[src/hw/rtl/sfls_pkg.sv]
// Package with the types, codes and constants of the serial flash log sequencer.
package sfls_pkg;

  localparam int unsigned EntryBytes  = 16;
  localparam int unsigned EntryAw     = $clog2(EntryBytes);
  localparam int unsigned LineW       = 11;
  localparam int unsigned Log2Size    = 4;
  localparam int unsigned CmdDepth    = 8;
  localparam int unsigned CmdAw       = $clog2(CmdDepth);

  localparam logic [LineW-1:0] AppendAddrStart = LineW'(16);

  localparam logic [7:0] CmdStatus   = 8'hd7;
  localparam logic [7:0] StatusReady = 8'h80;
  localparam logic [7:0] CmdPageRead = 8'hd2;
  localparam logic [7:0] CmdProgram  = 8'h82;
  localparam logic [7:0] CmdToBuffer = 8'h53;
  localparam logic [7:0] PageMask    = 8'hfe;

  typedef enum logic [2:0] {
    REQ_READ     = 3'd0,
    REQ_WRITE    = 3'd1,
    REQ_APPEND   = 3'd2,
    REQ_BYTE     = 3'd3,
    REQ_DISABLED = 3'd4,
    REQ_LOAD     = 3'd5
  } req_e;

  typedef enum logic [1:0] {
    MODE_IDLE   = 2'd0,
    MODE_READ   = 2'd1,
    MODE_WRITE  = 2'd2,
    MODE_BUFFER = 2'd3
  } mode_e;

  typedef enum logic [2:0] {
    PH_WAITING = 3'd0,
    PH_STATUS  = 3'd1,
    PH_SEND    = 3'd2,
    PH_EXEC    = 3'd3,
    PH_FAILED  = 3'd4
  } phase_e;

  typedef struct packed {
    logic [2:0]       req_type;
    logic [LineW-1:0] line;
    logic [7:0]       rx_byte;
    logic             spi_ready;
    logic [3:0]       entry_index;
    logic [7:0]       entry_byte;
  } req_t;

  typedef struct packed {
    logic       accepted;
    logic       spi_send_valid;
    logic [7:0] spi_byte;
    logic       select_release;
    logic       select_assert;
    logic       disable_request;
    logic       read_valid;
    logic [3:0] read_index;
    logic [7:0] read_value;
    logic       read_done;
    logic       append_done;
  } rsp_t;

  typedef struct packed {
    logic               we;
    logic [EntryAw-1:0] addr;
    logic [7:0]         data;
  } ent_wr_t;

  // Low address byte of a line.
  function automatic logic [7:0] addr_lo(input logic [LineW-1:0] ln);
    addr_lo = {ln[3:0], 4'b0000};
  endfunction

  // Middle address byte of a line, page aligned.
  function automatic logic [7:0] addr_mid(input logic [LineW-1:0] ln);
    addr_mid = ln[10:3] & PageMask;
  endfunction

endpackage

[src/hw/rtl/sfls_req_if.sv]
// Request channel interface carrying one input item.
interface sfls_req_if;
  logic           valid;
  logic           ready;
  sfls_pkg::req_t data;

  modport source (output valid, output data, input ready);
  modport sink (input valid, input data, output ready);
endinterface

[src/hw/rtl/sfls_rsp_if.sv]
// Response channel interface carrying one result item.
interface sfls_rsp_if;
  logic           valid;
  logic           ready;
  sfls_pkg::rsp_t data;

  modport source (output valid, output data, input ready);
  modport sink (input valid, input data, output ready);
endinterface

[src/hw/rtl/sfls_cfg_if.sv]
// Configuration write channel interface for the append start line register.
interface sfls_cfg_if;
  logic        valid;
  logic        ready;
  logic [10:0] data;

  modport source (output valid, output data, input ready);
  modport sink (input valid, input data, output ready);
endinterface

[src/hw/rtl/serial_flash_log_sequencer.sv]
// Top level of the serial flash log sequencer.
//
//   Channel  Direction  Handshake      Carries
//   req_i    in         valid/ready    one event or request per item
//   rsp_o    out        valid/ready    one response per item
//   cfg_i    in         valid/ready    append start line (always ready)
//
// One request is taken every cycle; its response is registered and leaves
// from a two-entry buffer. Requests stall only while both buffer entries
// hold responses. The write entry store reads ahead at the next data position,
// registering the byte before it is used, with forwarding of a same-cycle load.
// Reset needs no clearing pass.
module serial_flash_log_sequencer (
  input  logic        clk_i,
  input  logic        rst_ni,
  sfls_req_if.sink    req_i,
  sfls_rsp_if.source  rsp_o,
  sfls_cfg_if.sink    cfg_i
);
  import sfls_pkg::*;

  logic                 accept;
  logic                 full;
  ent_wr_t              ent_wr;
  logic [EntryAw-1:0]   ent_raddr;
  logic [7:0]           ent_rdata;
  rsp_t                 rsp;

  assign req_i.ready = !full;
  assign accept      = req_i.valid && !full;
  assign cfg_i.ready = 1'b1;

  sfls_ctrl u_ctrl (
    .clk_i       (clk_i),
    .rst_ni      (rst_ni),
    .accept_i    (accept),
    .item_i      (req_i.data),
    .cfg_we_i    (cfg_i.valid),
    .cfg_data_i  (cfg_i.data),
    .ent_rdata_i (ent_rdata),
    .ent_wr_o    (ent_wr),
    .ent_raddr_o (ent_raddr),
    .rsp_o       (rsp)
  );

  sfls_entry_ram u_ram (
    .clk_i   (clk_i),
    .wr_i    (ent_wr),
    .raddr_i (ent_raddr),
    .rdata_o (ent_rdata)
  );

  sfls_out_buf u_buf (
    .clk_i   (clk_i),
    .rst_ni  (rst_ni),
    .push_i  (accept),
    .data_i  (rsp),
    .full_o  (full),
    .valid_o (rsp_o.valid),
    .pop_i   (rsp_o.ready),
    .data_o  (rsp_o.data)
  );

endmodule

[src/hw/rtl/sfls_entry_ram.sv]
// Write entry store: 16 by 8 synchronous memory with registered read and write forwarding.
module sfls_entry_ram (
  input  logic                              clk_i,
  input  sfls_pkg::ent_wr_t                 wr_i,
  input  logic [sfls_pkg::EntryAw-1:0]      raddr_i,
  output logic [7:0]                        rdata_o
);
  import sfls_pkg::*;

  logic [7:0] mem [EntryBytes];
  logic [7:0] rdata_q;

  always_ff @(posedge clk_i) begin
    if (wr_i.we) begin
      mem[wr_i.addr] <= wr_i.data;
    end
  end

  always_ff @(posedge clk_i) begin
    if (wr_i.we && (wr_i.addr == raddr_i)) begin
      rdata_q <= wr_i.data;
    end else begin
      rdata_q <= mem[raddr_i];
    end
  end

  assign rdata_o = rdata_q;

endmodule

[src/hw/rtl/sfls_ctrl.sv]
// Sequencer state and per-item update that produces one response per request.
module sfls_ctrl (
  input  logic                         clk_i,
  input  logic                         rst_ni,
  input  logic                         accept_i,
  input  sfls_pkg::req_t               item_i,
  input  logic                         cfg_we_i,
  input  logic [sfls_pkg::LineW-1:0]   cfg_data_i,
  input  logic [7:0]                   ent_rdata_i,
  output sfls_pkg::ent_wr_t            ent_wr_o,
  output logic [sfls_pkg::EntryAw-1:0] ent_raddr_o,
  output sfls_pkg::rsp_t               rsp_o
);
  import sfls_pkg::*;

  mode_e            mode_q, mode_d;
  phase_e           phase_q, phase_d;
  logic [7:0]       cmd_q [CmdDepth];
  logic [7:0]       cmd_d [CmdDepth];
  logic [3:0]       cpos_q, cpos_d;
  logic [4:0]       dpos_q, dpos_d;
  logic             dis_q, dis_d;
  logic [LineW-1:0] last_q, last_d;
  logic             known_q, known_d;
  logic [LineW-1:0] start_q, start_d;

  always_ff @(posedge clk_i or negedge rst_ni) begin
    if (!rst_ni) begin
      mode_q  <= MODE_IDLE;
      phase_q <= PH_EXEC;
      for (int i = 0; i < CmdDepth; i++) begin
        cmd_q[i] <= 8'h00;
      end
      cpos_q  <= 4'hf;
      dpos_q  <= '0;
      dis_q   <= 1'b0;
      last_q  <= '0;
      known_q <= 1'b0;
      start_q <= AppendAddrStart;
    end else begin
      mode_q  <= mode_d;
      phase_q <= phase_d;
      for (int i = 0; i < CmdDepth; i++) begin
        cmd_q[i] <= cmd_d[i];
      end
      cpos_q  <= cpos_d;
      dpos_q  <= dpos_d;
      dis_q   <= dis_d;
      last_q  <= last_d;
      known_q <= known_d;
      start_q <= start_d;
    end
  end

  always_comb begin
    logic             do_status;
    logic             do_write;
    logic             same_page;
    logic [LineW-1:0] wline;
    logic [4:0]       dpos_inc;
    logic [3:0]       cpos_dec;

    mode_d    = mode_q;
    phase_d   = phase_q;
    cmd_d     = cmd_q;
    cpos_d    = cpos_q;
    dpos_d    = dpos_q;
    dis_d     = dis_q;
    last_d    = last_q;
    known_d   = known_q;
    start_d   = cfg_we_i ? cfg_data_i : start_q;
    rsp_o     = '0;
    ent_wr_o  = '0;
    do_status = 1'b0;
    do_write  = 1'b0;
    same_page = 1'b0;
    wline     = known_q ? (last_q + LineW'(1)) : start_q;
    dpos_inc  = dpos_q + 5'd1;
    cpos_dec  = cpos_q - 4'd1;

    if (item_i.req_type == REQ_WRITE) begin
      wline = item_i.line;
    end

    if (accept_i) begin
      case (item_i.req_type)
        REQ_READ: begin
          if (mode_q == MODE_IDLE) begin
            mode_d    = MODE_READ;
            dpos_d    = '0;
            cmd_d[5]  = addr_lo(item_i.line);
            cmd_d[6]  = addr_mid(item_i.line);
            cmd_d[7]  = 8'h00;
            cpos_d    = 4'd7;
            do_status = 1'b1;
          end
        end
        REQ_WRITE, REQ_APPEND: begin
          if (mode_q == MODE_IDLE) begin
            same_page = known_q && (wline[LineW-1:Log2Size] == last_q[LineW-1:Log2Size]);
            last_d    = wline;
            known_d   = 1'b1;
            dpos_d    = '0;
            mode_d    = same_page ? MODE_WRITE : MODE_BUFFER;
            do_write  = 1'b1;
          end
        end
        REQ_BYTE: begin
          case (phase_q)
            PH_WAITING: begin
              phase_d               = PH_STATUS;
              rsp_o.spi_send_valid  = 1'b1;
            end
            PH_STATUS: begin
              if ((item_i.rx_byte & StatusReady) != 8'h00) begin
                phase_d = PH_SEND;
              end
              dis_d                 = 1'b1;
              rsp_o.disable_request = 1'b1;
            end
            PH_SEND: begin
              rsp_o.spi_send_valid = 1'b1;
              rsp_o.spi_byte       = cmd_q[cpos_q[CmdAw-1:0]];
              cpos_d               = cpos_dec;
              if (cpos_dec[3]) begin
                phase_d = PH_EXEC;
              end
            end
            PH_EXEC: begin
              if (mode_q == MODE_READ) begin
                rsp_o.read_valid = 1'b1;
                rsp_o.read_index = dpos_q[3:0];
                rsp_o.read_value = item_i.rx_byte;
                dpos_d           = dpos_inc;
                if (dpos_inc < 5'(EntryBytes)) begin
                  rsp_o.spi_send_valid = 1'b1;
                end else begin
                  dis_d                 = 1'b1;
                  rsp_o.disable_request = 1'b1;
                end
              end else if ((mode_q == MODE_WRITE) && (dpos_q < 5'(EntryBytes))) begin
                rsp_o.spi_send_valid = 1'b1;
                rsp_o.spi_byte       = ent_rdata_i;
                dpos_d               = dpos_inc;
              end else begin
                dis_d                 = 1'b1;
                rsp_o.disable_request = 1'b1;
              end
            end
            default: begin
            end
          endcase
        end
        REQ_DISABLED: begin
          if (dis_q) begin
            dis_d                = 1'b0;
            rsp_o.select_release = 1'b1;
            case (phase_q)
              PH_STATUS: begin
                do_status = 1'b1;
              end
              PH_SEND: begin
                rsp_o.select_assert  = 1'b1;
                rsp_o.spi_send_valid = 1'b1;
                case (mode_q)
                  MODE_READ:   rsp_o.spi_byte = CmdPageRead;
                  MODE_WRITE:  rsp_o.spi_byte = CmdProgram;
                  MODE_BUFFER: rsp_o.spi_byte = CmdToBuffer;
                  default:     rsp_o.spi_byte = 8'h00;
                endcase
              end
              PH_EXEC: begin
                if (mode_q == MODE_READ) begin
                  rsp_o.read_done = 1'b1;
                  mode_d          = MODE_IDLE;
                end else if (mode_q == MODE_WRITE) begin
                  rsp_o.append_done = 1'b1;
                  mode_d            = MODE_IDLE;
                end else if (mode_q == MODE_BUFFER) begin
                  wline    = last_q;
                  mode_d   = MODE_WRITE;
                  do_write = 1'b1;
                end
              end
              default: begin
              end
            endcase
          end
        end
        REQ_LOAD: begin
          ent_wr_o.we   = 1'b1;
          ent_wr_o.addr = item_i.entry_index;
          ent_wr_o.data = item_i.entry_byte;
        end
        default: begin
        end
      endcase

      if (do_write) begin
        cmd_d[0]  = addr_lo(wline);
        cmd_d[1]  = addr_mid(wline);
        cmd_d[2]  = 8'h00;
        cpos_d    = 4'd2;
        do_status = 1'b1;
      end

      if (do_status) begin
        rsp_o.select_assert = 1'b1;
        if (item_i.spi_ready) begin
          phase_d              = PH_WAITING;
          rsp_o.spi_send_valid = 1'b1;
          rsp_o.spi_byte       = CmdStatus;
          rsp_o.accepted       = (item_i.req_type != REQ_DISABLED);
        end else begin
          phase_d               = PH_FAILED;
          dis_d                 = 1'b1;
          rsp_o.disable_request = 1'b1;
        end
      end
    end
  end

  assign ent_raddr_o = dpos_d[EntryAw-1:0];

endmodule

[src/hw/rtl/sfls_out_buf.sv]
// Two-entry response buffer that decouples the request side from the response side.
module sfls_out_buf (
  input  logic           clk_i,
  input  logic           rst_ni,
  input  logic           push_i,
  input  sfls_pkg::rsp_t data_i,
  output logic           full_o,
  output logic           valid_o,
  input  logic           pop_i,
  output sfls_pkg::rsp_t data_o
);
  import sfls_pkg::*;

  rsp_t       buf_q [2];
  logic       wptr_q, wptr_d;
  logic       rptr_q, rptr_d;
  logic [1:0] cnt_q, cnt_d;
  logic       do_pop;

  assign do_pop  = pop_i && (cnt_q != 2'd0);
  assign full_o  = (cnt_q == 2'd2);
  assign valid_o = (cnt_q != 2'd0);
  assign data_o  = buf_q[rptr_q];

  always_comb begin
    wptr_d = push_i ? ~wptr_q : wptr_q;
    rptr_d = do_pop ? ~rptr_q : rptr_q;
    cnt_d  = cnt_q + {1'b0, push_i} - {1'b0, do_pop};
  end

  always_ff @(posedge clk_i or negedge rst_ni) begin
    if (!rst_ni) begin
      wptr_q <= 1'b0;
      rptr_q <= 1'b0;
      cnt_q  <= 2'd0;
    end else begin
      wptr_q <= wptr_d;
      rptr_q <= rptr_d;
      cnt_q  <= cnt_d;
    end
  end

  always_ff @(posedge clk_i) begin
    if (push_i) begin
      buf_q[wptr_q] <= data_i;
    end
  end

endmodule

[src/flat_wrapper.sv]
// flat-port wrapper written by rule: the top's interface ports become plain ports
module serial_flash_log_sequencer_flat import sfls_pkg::*;
  (clk_i, rst_ni, req_i_valid, req_i_data, req_i_ready, rsp_o_valid, rsp_o_data, rsp_o_ready, cfg_i_valid, cfg_i_data, cfg_i_ready);
  sfls_req_if req_i_i ();
  sfls_rsp_if rsp_o_i ();
  sfls_cfg_if cfg_i_i ();
  input  logic clk_i;
  input  logic rst_ni;
  input wire logic [$bits(req_i_i.valid)-1:0] req_i_valid;
  input wire logic [$bits(req_i_i.data)-1:0] req_i_data;
  output wire logic [$bits(req_i_i.ready)-1:0] req_i_ready;
  output wire logic [$bits(rsp_o_i.valid)-1:0] rsp_o_valid;
  output wire logic [$bits(rsp_o_i.data)-1:0] rsp_o_data;
  input wire logic [$bits(rsp_o_i.ready)-1:0] rsp_o_ready;
  input wire logic [$bits(cfg_i_i.valid)-1:0] cfg_i_valid;
  input wire logic [$bits(cfg_i_i.data)-1:0] cfg_i_data;
  output wire logic [$bits(cfg_i_i.ready)-1:0] cfg_i_ready;
  assign req_i_i.valid = req_i_valid;
  assign req_i_i.data = req_i_data;
  assign req_i_ready = req_i_i.ready;
  assign rsp_o_valid = rsp_o_i.valid;
  assign rsp_o_data = rsp_o_i.data;
  assign rsp_o_i.ready = rsp_o_ready;
  assign cfg_i_i.valid = cfg_i_valid;
  assign cfg_i_i.data = cfg_i_data;
  assign cfg_i_ready = cfg_i_i.ready;
  serial_flash_log_sequencer u_core (.clk_i(clk_i), .rst_ni(rst_ni), .req_i(req_i_i), .rsp_o(rsp_o_i), .cfg_i(cfg_i_i));
endmodule
[config.mk]
export PLATFORM = sky130hd
export DESIGN_NAME = serial_flash_log_sequencer_flat
export DESIGN_NICKNAME = d
export VERILOG_FILES = /design/src/hw/rtl/sfls_pkg.sv /design/src/hw/rtl/sfls_req_if.sv /design/src/hw/rtl/sfls_rsp_if.sv /design/src/hw/rtl/sfls_cfg_if.sv /design/src/hw/rtl/serial_flash_log_sequencer.sv /design/src/hw/rtl/sfls_entry_ram.sv /design/src/hw/rtl/sfls_ctrl.sv /design/src/hw/rtl/sfls_out_buf.sv /design/src/flat_wrapper.sv
export SDC_FILE = /design/constraint.sdc
export NUM_CORES = 1
export LEC_CHECK = 0
export ABC_AREA = 1
export BUFFER_PORTS_ARGS = -buffer_cell sky130_fd_sc_hd__buf_2
export CAP_MARGIN = 20
export CORE_AREA = 2 2 148 150
export DETAILED_ROUTE_END_ITERATION = 10
export DIE_AREA = 0 0 150 152
export PLACE_DENSITY = 0.85
export SLEW_MARGIN = 20
export SYNTH_ARGS = -nofsm -noshare
export SYNTH_HDL_FRONTEND = slang
export SYNTH_SLANG_ARGS = --single-unit
[constraint.sdc]
create_clock -name clk_i -period 2.53 [get_ports clk_i]
set_input_delay 0.1265 -clock clk_i [delete_from_list [all_inputs] [get_ports clk_i]]
set_output_delay 0.1265 -clock clk_i [all_outputs]
set_load 0.01 [all_outputs]
==> reports/metrics.cfg, run 1 <==
[place]
placed_area_um2 = 12400
place_hpwl_um = 18300
routabilityCongestion = 0.918
port-buffer-count = 80

[routing]
detailedRoute.firstIterationViolations = 876
detail_route.wirelength_um = 27500
drc = 0
drt_pre_antenna_iters = 6
num_vias = 8836
via_per_inst = 5.51
drtAntennaViolNets = 0
routed_wire_length_per_instance_um = 17.2

[logic_synthesis]
ys_async_sr_fraction = 0.254
synthesis.area_per_instance_um2 = 9.87
number_of_flops_mapped_to_enable_cells_by_yosys = 184
yosysUniqueCellTypes = 51
ys_ff_latch = 252
yosys_warnings = 0
synth_top_flop_cell = edfxtp_1
synth_area_um2 = 11500
ys_seq_area_frac = 0.627
netlist_instances = 1166
syn-num-nets = 1227

[cells_and_area]
flow.area_growth_from_synthesis_pct = 18.0
final_common_cell = nand2_1
post_route_cells_drive_above_1_share = 0.164
most-common-layout-cells = 311 x nand2_1, 184 x edfxtp_1, 109 x inv_1, 89 x nor2_1, 80 x buf_2
layout.nets = 1365
final_design_area_no_fill_um2 = 13600
final_core_utilization = 0.636
diodes = 0

[clock_tree]
post-cts-setup-buffer-count = 0
worstSkewPairLatency_ps = 520
quantity_of_gates_resized_following_cts = 0
cts-root-to-sink-buffers = 3
cts.sinks = 252
cts_tree = done
cts_inserted_buffers = 25
clk_transition_reported_paths_ps = 70
clock_root_buffer = clkbuf_16
postCtsHoldBufs = 38
htree_num_levels = 1

[sta]
fin_clk_skew_ps = 8.34
rsz0062_at_grt = false
final_min_period_over_clock_period = 0.891
timing.final.setup_violations = 0
slew_headroom = 0.254
timing.final.hold_violations = 0
tightestPinTransition_ps = 1110
timing_max_transition_violations_final = 0
setup_tns_ps = 0
finalWorstPathRequiredPeriod_ps = 2250
max_freq_ghz = 0.444
fin_hold_ws_ps = 12.8

[power_and_ir_drop]
power.ir.vdd_worst_mv = 0.622
total_leakage_power_nw = 5.64
design_power_total_mw = 12.4
cellPowerDensity_nw_per_um2 = 917

[critical_path]
required_time_of_the_worst_setup_path_ps = 2930
crit_start = u_core.u_ctrl.last_q[0]
cp.arrival_ps = 2650
cp_slowest_stage_delay_ps = 470
worstReg2RegStart = u_core.u_ctrl.last_q[0]
crit_path_max_fanout = 6
reg2reg_setup_slack_ps = 280
worst_r2r_path_depth = 14
crit_slowest_cell = dfrtp_1
setup.worst_path.class = reg -> reg
endpoint_kind = flop
cp_cell_sequence = ha_1, nand2_1, nor2_1, nand3_1, nand3_1, nand2_1, nand2_1, nand2_1, nand2_1, nand3_1, nor2_1, nand3_1, nand2_1, a21oi_1
timing.critical_path.mode_cell = nand2_1
critical_path_buf_inv_count = 0
cp_top_family = simple AND/OR/NAND/NOR gates
reg2reg_to = u_core.u_ctrl.mode_q[0]
setup.worst_path.start_class = flop
timing.critical_path.depth = 14

[global_route]
grt_usage = 0.244
grt_antenna_before_repair = 0
via_count_of_the_first_global_routing_pass = 8640
grt_overflow = 0
grt_max_degree = 40
global_route_wire_length_before_repair_um = 44300

[die]
core.rowCount = 54
starting_density_of_the_core = 0.539
die_y_um = 152
die_w_um = 150
floorplan.die_area_um2 = 22800
io_pins = 82
core_region_area_um2 = 21400

[min_path]
min_path_type = in -> reg
hold_crit_endpoint = u_core.u_ctrl.dis_q
min_delay_path_depth = 4
launch_point_of_the_worst_hold_path = req_i_data[12]

[run]
cap_violations = 0

[run_status]
status = complete, no violations

## worst reg2reg max path, cell delays in order, from the launching register on
cell and delay (ps):
dfrtp_1 470, ha_1 340, nand2_1 130, nor2_1 240
nand3_1 110, nand3_1 90, nand2_1 70, nand2_1 100
nand2_1 60, nand2_1 70, nand3_1 60, nor2_1 120
nand3_1 110, nand2_1 90, a21oi_1 70
## power breakdown
group          leakage (nW)  internal, mW  switching [mW]  total (mW)
clock                 0.391          2.04            1.50        3.53
sequential             2.24          5.08           0.391        5.47
combinational          3.01          1.18            2.25        3.44
total                  5.64          8.30            4.14        12.4
## state kept, by name, summed over array words and instances, names as in the netlist, named ones only
register and cells:
u_core.u_buf.buf_q 56, u_core.u_ctrl.start_q 11, u_core.u_buf.wptr_q 1, u_core.u_ram.mem 128, u_core.u_buf.rptr_q 1, u_core.u_buf.cnt_q 2
u_core.u_ctrl.dpos_q 5, u_core.u_ctrl.cpos_q 4, u_core.u_ctrl.cmd_q 22, u_core.u_ctrl.dis_q 1, u_core.u_ctrl.phase_q 3, u_core.u_ctrl.last_q 11
u_core.u_ctrl.mode_q 2, u_core.u_ctrl.known_q 1
## per-stage QoR
stage	setup slack, ps	std cells
final	276	1603
after global routing	60.3	1603
after CTS	287	1603
after detailed placement	341	1519
after global placement	427	1519
after floorplan	69.2	1166
## layout make-up
type,instances,area [um2]
clock buffer,38,746
clock inverter,8,48.8
fill,1667,7770
multi-input combinational,746,3630
tap,280,350
inverter,119,448
timing repair buffer,160,1130
sequential,252,7220
## layer usage
layer	GRT usage	up-vias	share of wire
li1	-	4229	-
met1	0.339	4157	0.42
met2	0.402	390	0.48
met3	0.0342	60	0.077
met4	0.0732	0	0.026
met5	0	-	0
## worst max path at each step
| stage | endpoint | slack [ps] |
|---|---|---|
| after floorplan | u_core.u_buf.buf_q[1][0] | 70 |
| after global placement | u_core.u_ram.mem[8][4] | 430 |
| after detailed placement | u_core.u_buf.buf_q[1][22] | 340 |
| after CTS | u_core.u_ram.mem[0][6] | 290 |
| after global routing | u_core.u_ctrl.mode_q[0] | 60 |
| final | u_core.u_ctrl.mode_q[0] | 280 |
## synth_stat cells, types with 4 or more instances
master | instances | share of area
nand3_1 | 73 | 0.032
nand2_2 | 5 | 0.0027
nand4_1 | 5 | 0.0027
buf_1 | 4 | 0.0013
nand2_1 | 311 | 0.10
nor2_2 | 7 | 0.0038
o221ai_1 | 6 | 0.0046
dfrtp_1 | 57 | 0.12
dfxtp_1 | 4 | 0.0070
a31oi_1 | 4 | 0.0022
nor2_1 | 95 | 0.031
o32ai_1 | 6 | 0.0046
ha_1 | 10 | 0.011
inv_2 | 9 | 0.0029
o21ai_1 | 9 | 0.0039
buf_2 | 20 | 0.0087
o22ai_1 | 4 | 0.0022
o21ai_0 | 73 | 0.032
nor3_1 | 9 | 0.0039
mux2_2 | 6 | 0.0059
o211ai_1 | 7 | 0.0046
inv_1 | 109 | 0.036
o31ai_1 | 4 | 0.0026
edfxtp_1 | 184 | 0.48
a21oi_1 | 72 | 0.031
clkbuf_1 | 20 | 0.0065
buf_4 | 4 | 0.0026
dfstp_2 | 7 | 0.016
## kinds of logic after synthesis
| family | after synthesis | synth area share |
|---|---|---|
| compound gates | 206 | 0.105 |
| other cells | 1 | 0.000326 |
| xor+xnor | 5 | 0.00381 |
| flops | 252 | 0.627 |
| buf+inv | 168 | 0.0590 |
| mux | 6 | 0.00587 |
| fa+ha+maj | 10 | 0.0109 |
| simple gates | 518 | 0.188 |
(Power assumes the default switching activity.)
==> run 2: changes to the inputs <==
--- a/config.mk
+++ b/config.mk
@@ -6,12 +6,14 @@
 export NUM_CORES = 1
 export LEC_CHECK = 0
 export ABC_AREA = 1
-export BUFFER_PORTS_ARGS = -buffer_cell sky130_fd_sc_hd__buf_2
 export CAP_MARGIN = 20
-export CORE_AREA = 2 2 148 150
+export CORE_AREA = 2 2 146 148
+export CTS_CLUSTER_DIAMETER = 30
 export DETAILED_ROUTE_END_ITERATION = 10
-export DIE_AREA = 0 0 150 152
-export PLACE_DENSITY = 0.85
+export DIE_AREA = 0 0 148 150
+export DONT_BUFFER_PORTS = 1
+export GPL_TIMING_DRIVEN = 0
+export PLACE_DENSITY = 0.83
 export SLEW_MARGIN = 20
 export SYNTH_ARGS = -nofsm -noshare
 export SYNTH_HDL_FRONTEND = slang
==> run 2 against run 1 <==
  * The flow now finishes with violations (negative setup slack)
  * Non-clock buffer count fell by 55
  * Count of clock-buffer cells in the layout increased by 17
  * Clock power is 71% higher
  * Sequential power hardly changed
  * Final cell count is 1.5% lower
  * First-iteration DRC count rose by 39%
  * Critical path depth fell by 4
  * Register-to-register slack got worse by 320 ps
  * Fmax is 12% lower
==> reports/metrics.cfg, run 2 (synthesis gave the netlist of run 1 again) <==
[critical_path]
setup.worst_path.class = reg -> reg  ; unchanged
critical_path_buf_inv_count = 4  ; was 0
reg2reg_setup_slack_ps = -50  ; was 280 ps
cp.arrival_ps = 2810  ; was 2650 ps
worstReg2RegStart = u_core.u_buf.cnt_q[0]  ; was u_core.u_ctrl.last_q[0]
crit_path_max_fanout = 10  ; was 6
cp_top_family = simple AND/OR/NAND/NOR gates  ; unchanged
reg2reg_to = u_core.u_ram.mem[2][3]  ; was u_core.u_ctrl.mode_q[0]
required_time_of_the_worst_setup_path_ps = 2760  ; was 2930 ps
timing.critical_path.to = u_core.u_ram.mem[2][3]  ; was u_core.u_ctrl.mode_q[0]
cp_cell_sequence = inv_1, nand2_2, nand2_4, inv_2, nand3_2, buf_2, nor2_1, nand2_1, nor2_4, buf_12  ; was ha_1, nand2_1, nor2_1, nand3_1, nand3_1, nand2_1, nand2_1, nand2_1, nand2_1, nand3_1, nor2_1, nand3_1, nand2_1, a21oi_1
setup.worst_path.start_class = flop  ; unchanged
worst_r2r_path_depth = 10  ; was 14
crit_slowest_cell = dfrtp_1  ; unchanged
endpoint_kind = flop  ; unchanged
cp_slowest_stage_delay_ps = 370  ; was 470 ps
timing.critical_path.depth = 10  ; was 14
crit_start = u_core.u_buf.cnt_q[0]  ; was u_core.u_ctrl.last_q[0]

[routing]
detailedRoute.firstIterationViolations = 1221  ; was 876
num_vias = 9322  ; was 8,836
drtAntennaViolNets = 0  ; unchanged
via_per_inst = 5.90  ; was 5.51
drc = 0  ; unchanged
routed_wire_length_per_instance_um = 19.7  ; was 17.2 um
detail_route.wirelength_um = 31100  ; was 27,500 um
drt_pre_antenna_iters = 6  ; unchanged

[run]
cap_violations = 0  ; unchanged

[sta]
postLayoutSetupSlackWorst_ps = -46.0  ; was 276 ps
setup_tns_ps = -1020  ; was 0 ps
tightestPinTransition_ps = 924  ; was 1110 ps
timing_max_transition_violations_final = 0  ; unchanged
fin_clk_skew_ps = 18.0  ; was 8.34 ps
finalWorstPathRequiredPeriod_ps = 2580  ; was 2250 ps
max_freq_ghz = 0.388  ; was 0.444 GHz
timing.final.setup_violations = 33  ; was 0
timing.final.hold_violations = 0  ; unchanged
slew_headroom = 0.384  ; was 0.254
final_min_period_over_clock_period = 1.02  ; was 0.891

[global_route]
grt_overflow = 0  ; unchanged
grt_antenna_before_repair = 0  ; unchanged
grt_usage = 0.271  ; was 0.244
global_route_wire_length_before_repair_um = 46300  ; was 44,300 um
grt_max_degree = 65  ; was 40
via_count_of_the_first_global_routing_pass = 8828  ; was 8,640

[cells_and_area]
registers_with_the_most_flip_flops = u_core.u_ram.mem x128, u_core.u_buf.buf_q x56, u_core.u_ctrl.cmd_q x22  ; unchanged
flow.area_growth_from_synthesis_pct = 23.0  ; was 18.0%
num-fill-cells = 1448  ; was 1,667
post_route_cells_drive_above_1_share = 0.140  ; was 0.164
most-common-layout-cells = 311 x nand2_1, 184 x edfxtp_1, 109 x inv_1, 73 x o21ai_0  ; was 311 x nand2_1, 184 x edfxtp_1, 109 x inv_1, 89 x nor2_1, 80 x buf_2
diodes = 0  ; unchanged
final_common_cell = nand2_1  ; unchanged
largest_register = u_core.u_ram.mem  ; unchanged
final_core_utilization = 0.684  ; was 0.636
layout.nets = 1330  ; was 1,365
largest_register_ffs = 128  ; unchanged

[run_status]
status = complete, but fails checks  ; was complete, no violations
violations_in_the_final_reports = negative setup slack

[power_and_ir_drop]
design_power_total_mw = 14.9  ; was 12.4 mW
total_leakage_power_nw = 5.69  ; was 5.64 nW
cellPowerDensity_nw_per_um2 = 1060  ; was 917 nW/um2
power.ir.vdd_worst_mv = 0.694  ; was 0.622 mV

[die]
core_region_area_um2 = 20700  ; was 21,400 um2
die_w_um = 148  ; was 150 um
floorplan.die_area_um2 = 22200  ; was 22,800 um2
die_y_um = 150  ; was 152 um
core.rowCount = 53  ; was 54
io_pins = 82  ; unchanged
starting_density_of_the_core = 0.556  ; was 0.539

[clock_tree]
htree_num_levels = 2  ; was 1
worstSkewPairLatency_ps = 530  ; was 520 ps
cts.sinks = 252  ; unchanged
cts_inserted_buffers = 45  ; was 25
clk_transition_reported_paths_ps = 50  ; was 70 ps
cts_tree = done  ; unchanged
cts-root-to-sink-buffers = 3  ; unchanged
clock_root_buffer = clkbuf_16  ; unchanged

[place]
routabilityCongestion = 0.946  ; was 0.918
port-buffer-count = 0  ; was 80
place_hpwl_um = 19100  ; was 18,300 um

[min_path]
min_path_type = in -> reg  ; unchanged

[run 2: worst min path at each step]
| stage | start | endpoint | slack [ps] | cells after the start |
|---|---|---|---|---|
| floorplan | rst_ni | u_core.u_buf.cnt_q[0] | -170 | 0 |
| global placement | rst_ni | u_core.u_ctrl.last_q[9] | -170 | 0 |
| detailed placement | rst_ni | u_core.u_ctrl.last_q[9] | -170 | 0 |
| CTS | req_i_data[33] | u_core.u_ctrl.dpos_q[4] | 5 | 4 |
| global route | req_i_data[1] | u_core.u_ram.mem[2][1] | 10 | 2 |
| finish | req_i_data[1] | u_core.u_ram.mem[8][1] | 1 | 2 |
[run 2: area by class of cell]
class                           instances  area (um2)  area share
Buffer                                 49         233      0.0164
Clock buffer                           55        1220      0.0859
Clock inverter                         27         317      0.0224
Inverter                              119         448      0.0316
Multi-Input combinational cell        746        3720       0.263
Sequential cell                       252        7220       0.510
Tap cell                              275         344      0.0243
Timing Repair Buffer                   56         658      0.0465
[run 2: power by group]
part | internal (mW) | total (mW) | switching [mW] | leakage [nW]
Clock | 4.03 | 6.05 | 2.02 | 0.743
Sequential | 5.09 | 5.45 | 0.357 | 2.24
Combinational | 1.04 | 3.45 | 2.40 | 2.71
[run 2: metal layers]
metal | vias up | track usage | routed length, um
met5 | - | 0 | 0
met2 | 593 | 0.456 | 15300
li1 | 4167 | - | -
met1 | 4443 | 0.343 | 11700
met4 | 0 | 0.103 | 1120
met3 | 119 | 0.0652 | 3010
[run 2: through the flow]
step	cell area, um2	hold WS [ps]	setup slack (ps)	instances
finish	14200	1.41	-46.0	1579
global route	14200	13.3	-171	1579
CTS	13900	5.39	-176	1565
detailed placement	11900	-167	-256	1443
global placement	11900	-167	-636	1441
floorplan	11500	-169	69.2	1166
[run 2: repair_timing]
action                                  CTS  global route
buffers inserted                          0             7
pin swaps                                 0             5
hold endpoints to repair                132           112
endpoints found under the setup margin  192           257
gates resized for setup                  18            14
hold buffers                             40             7
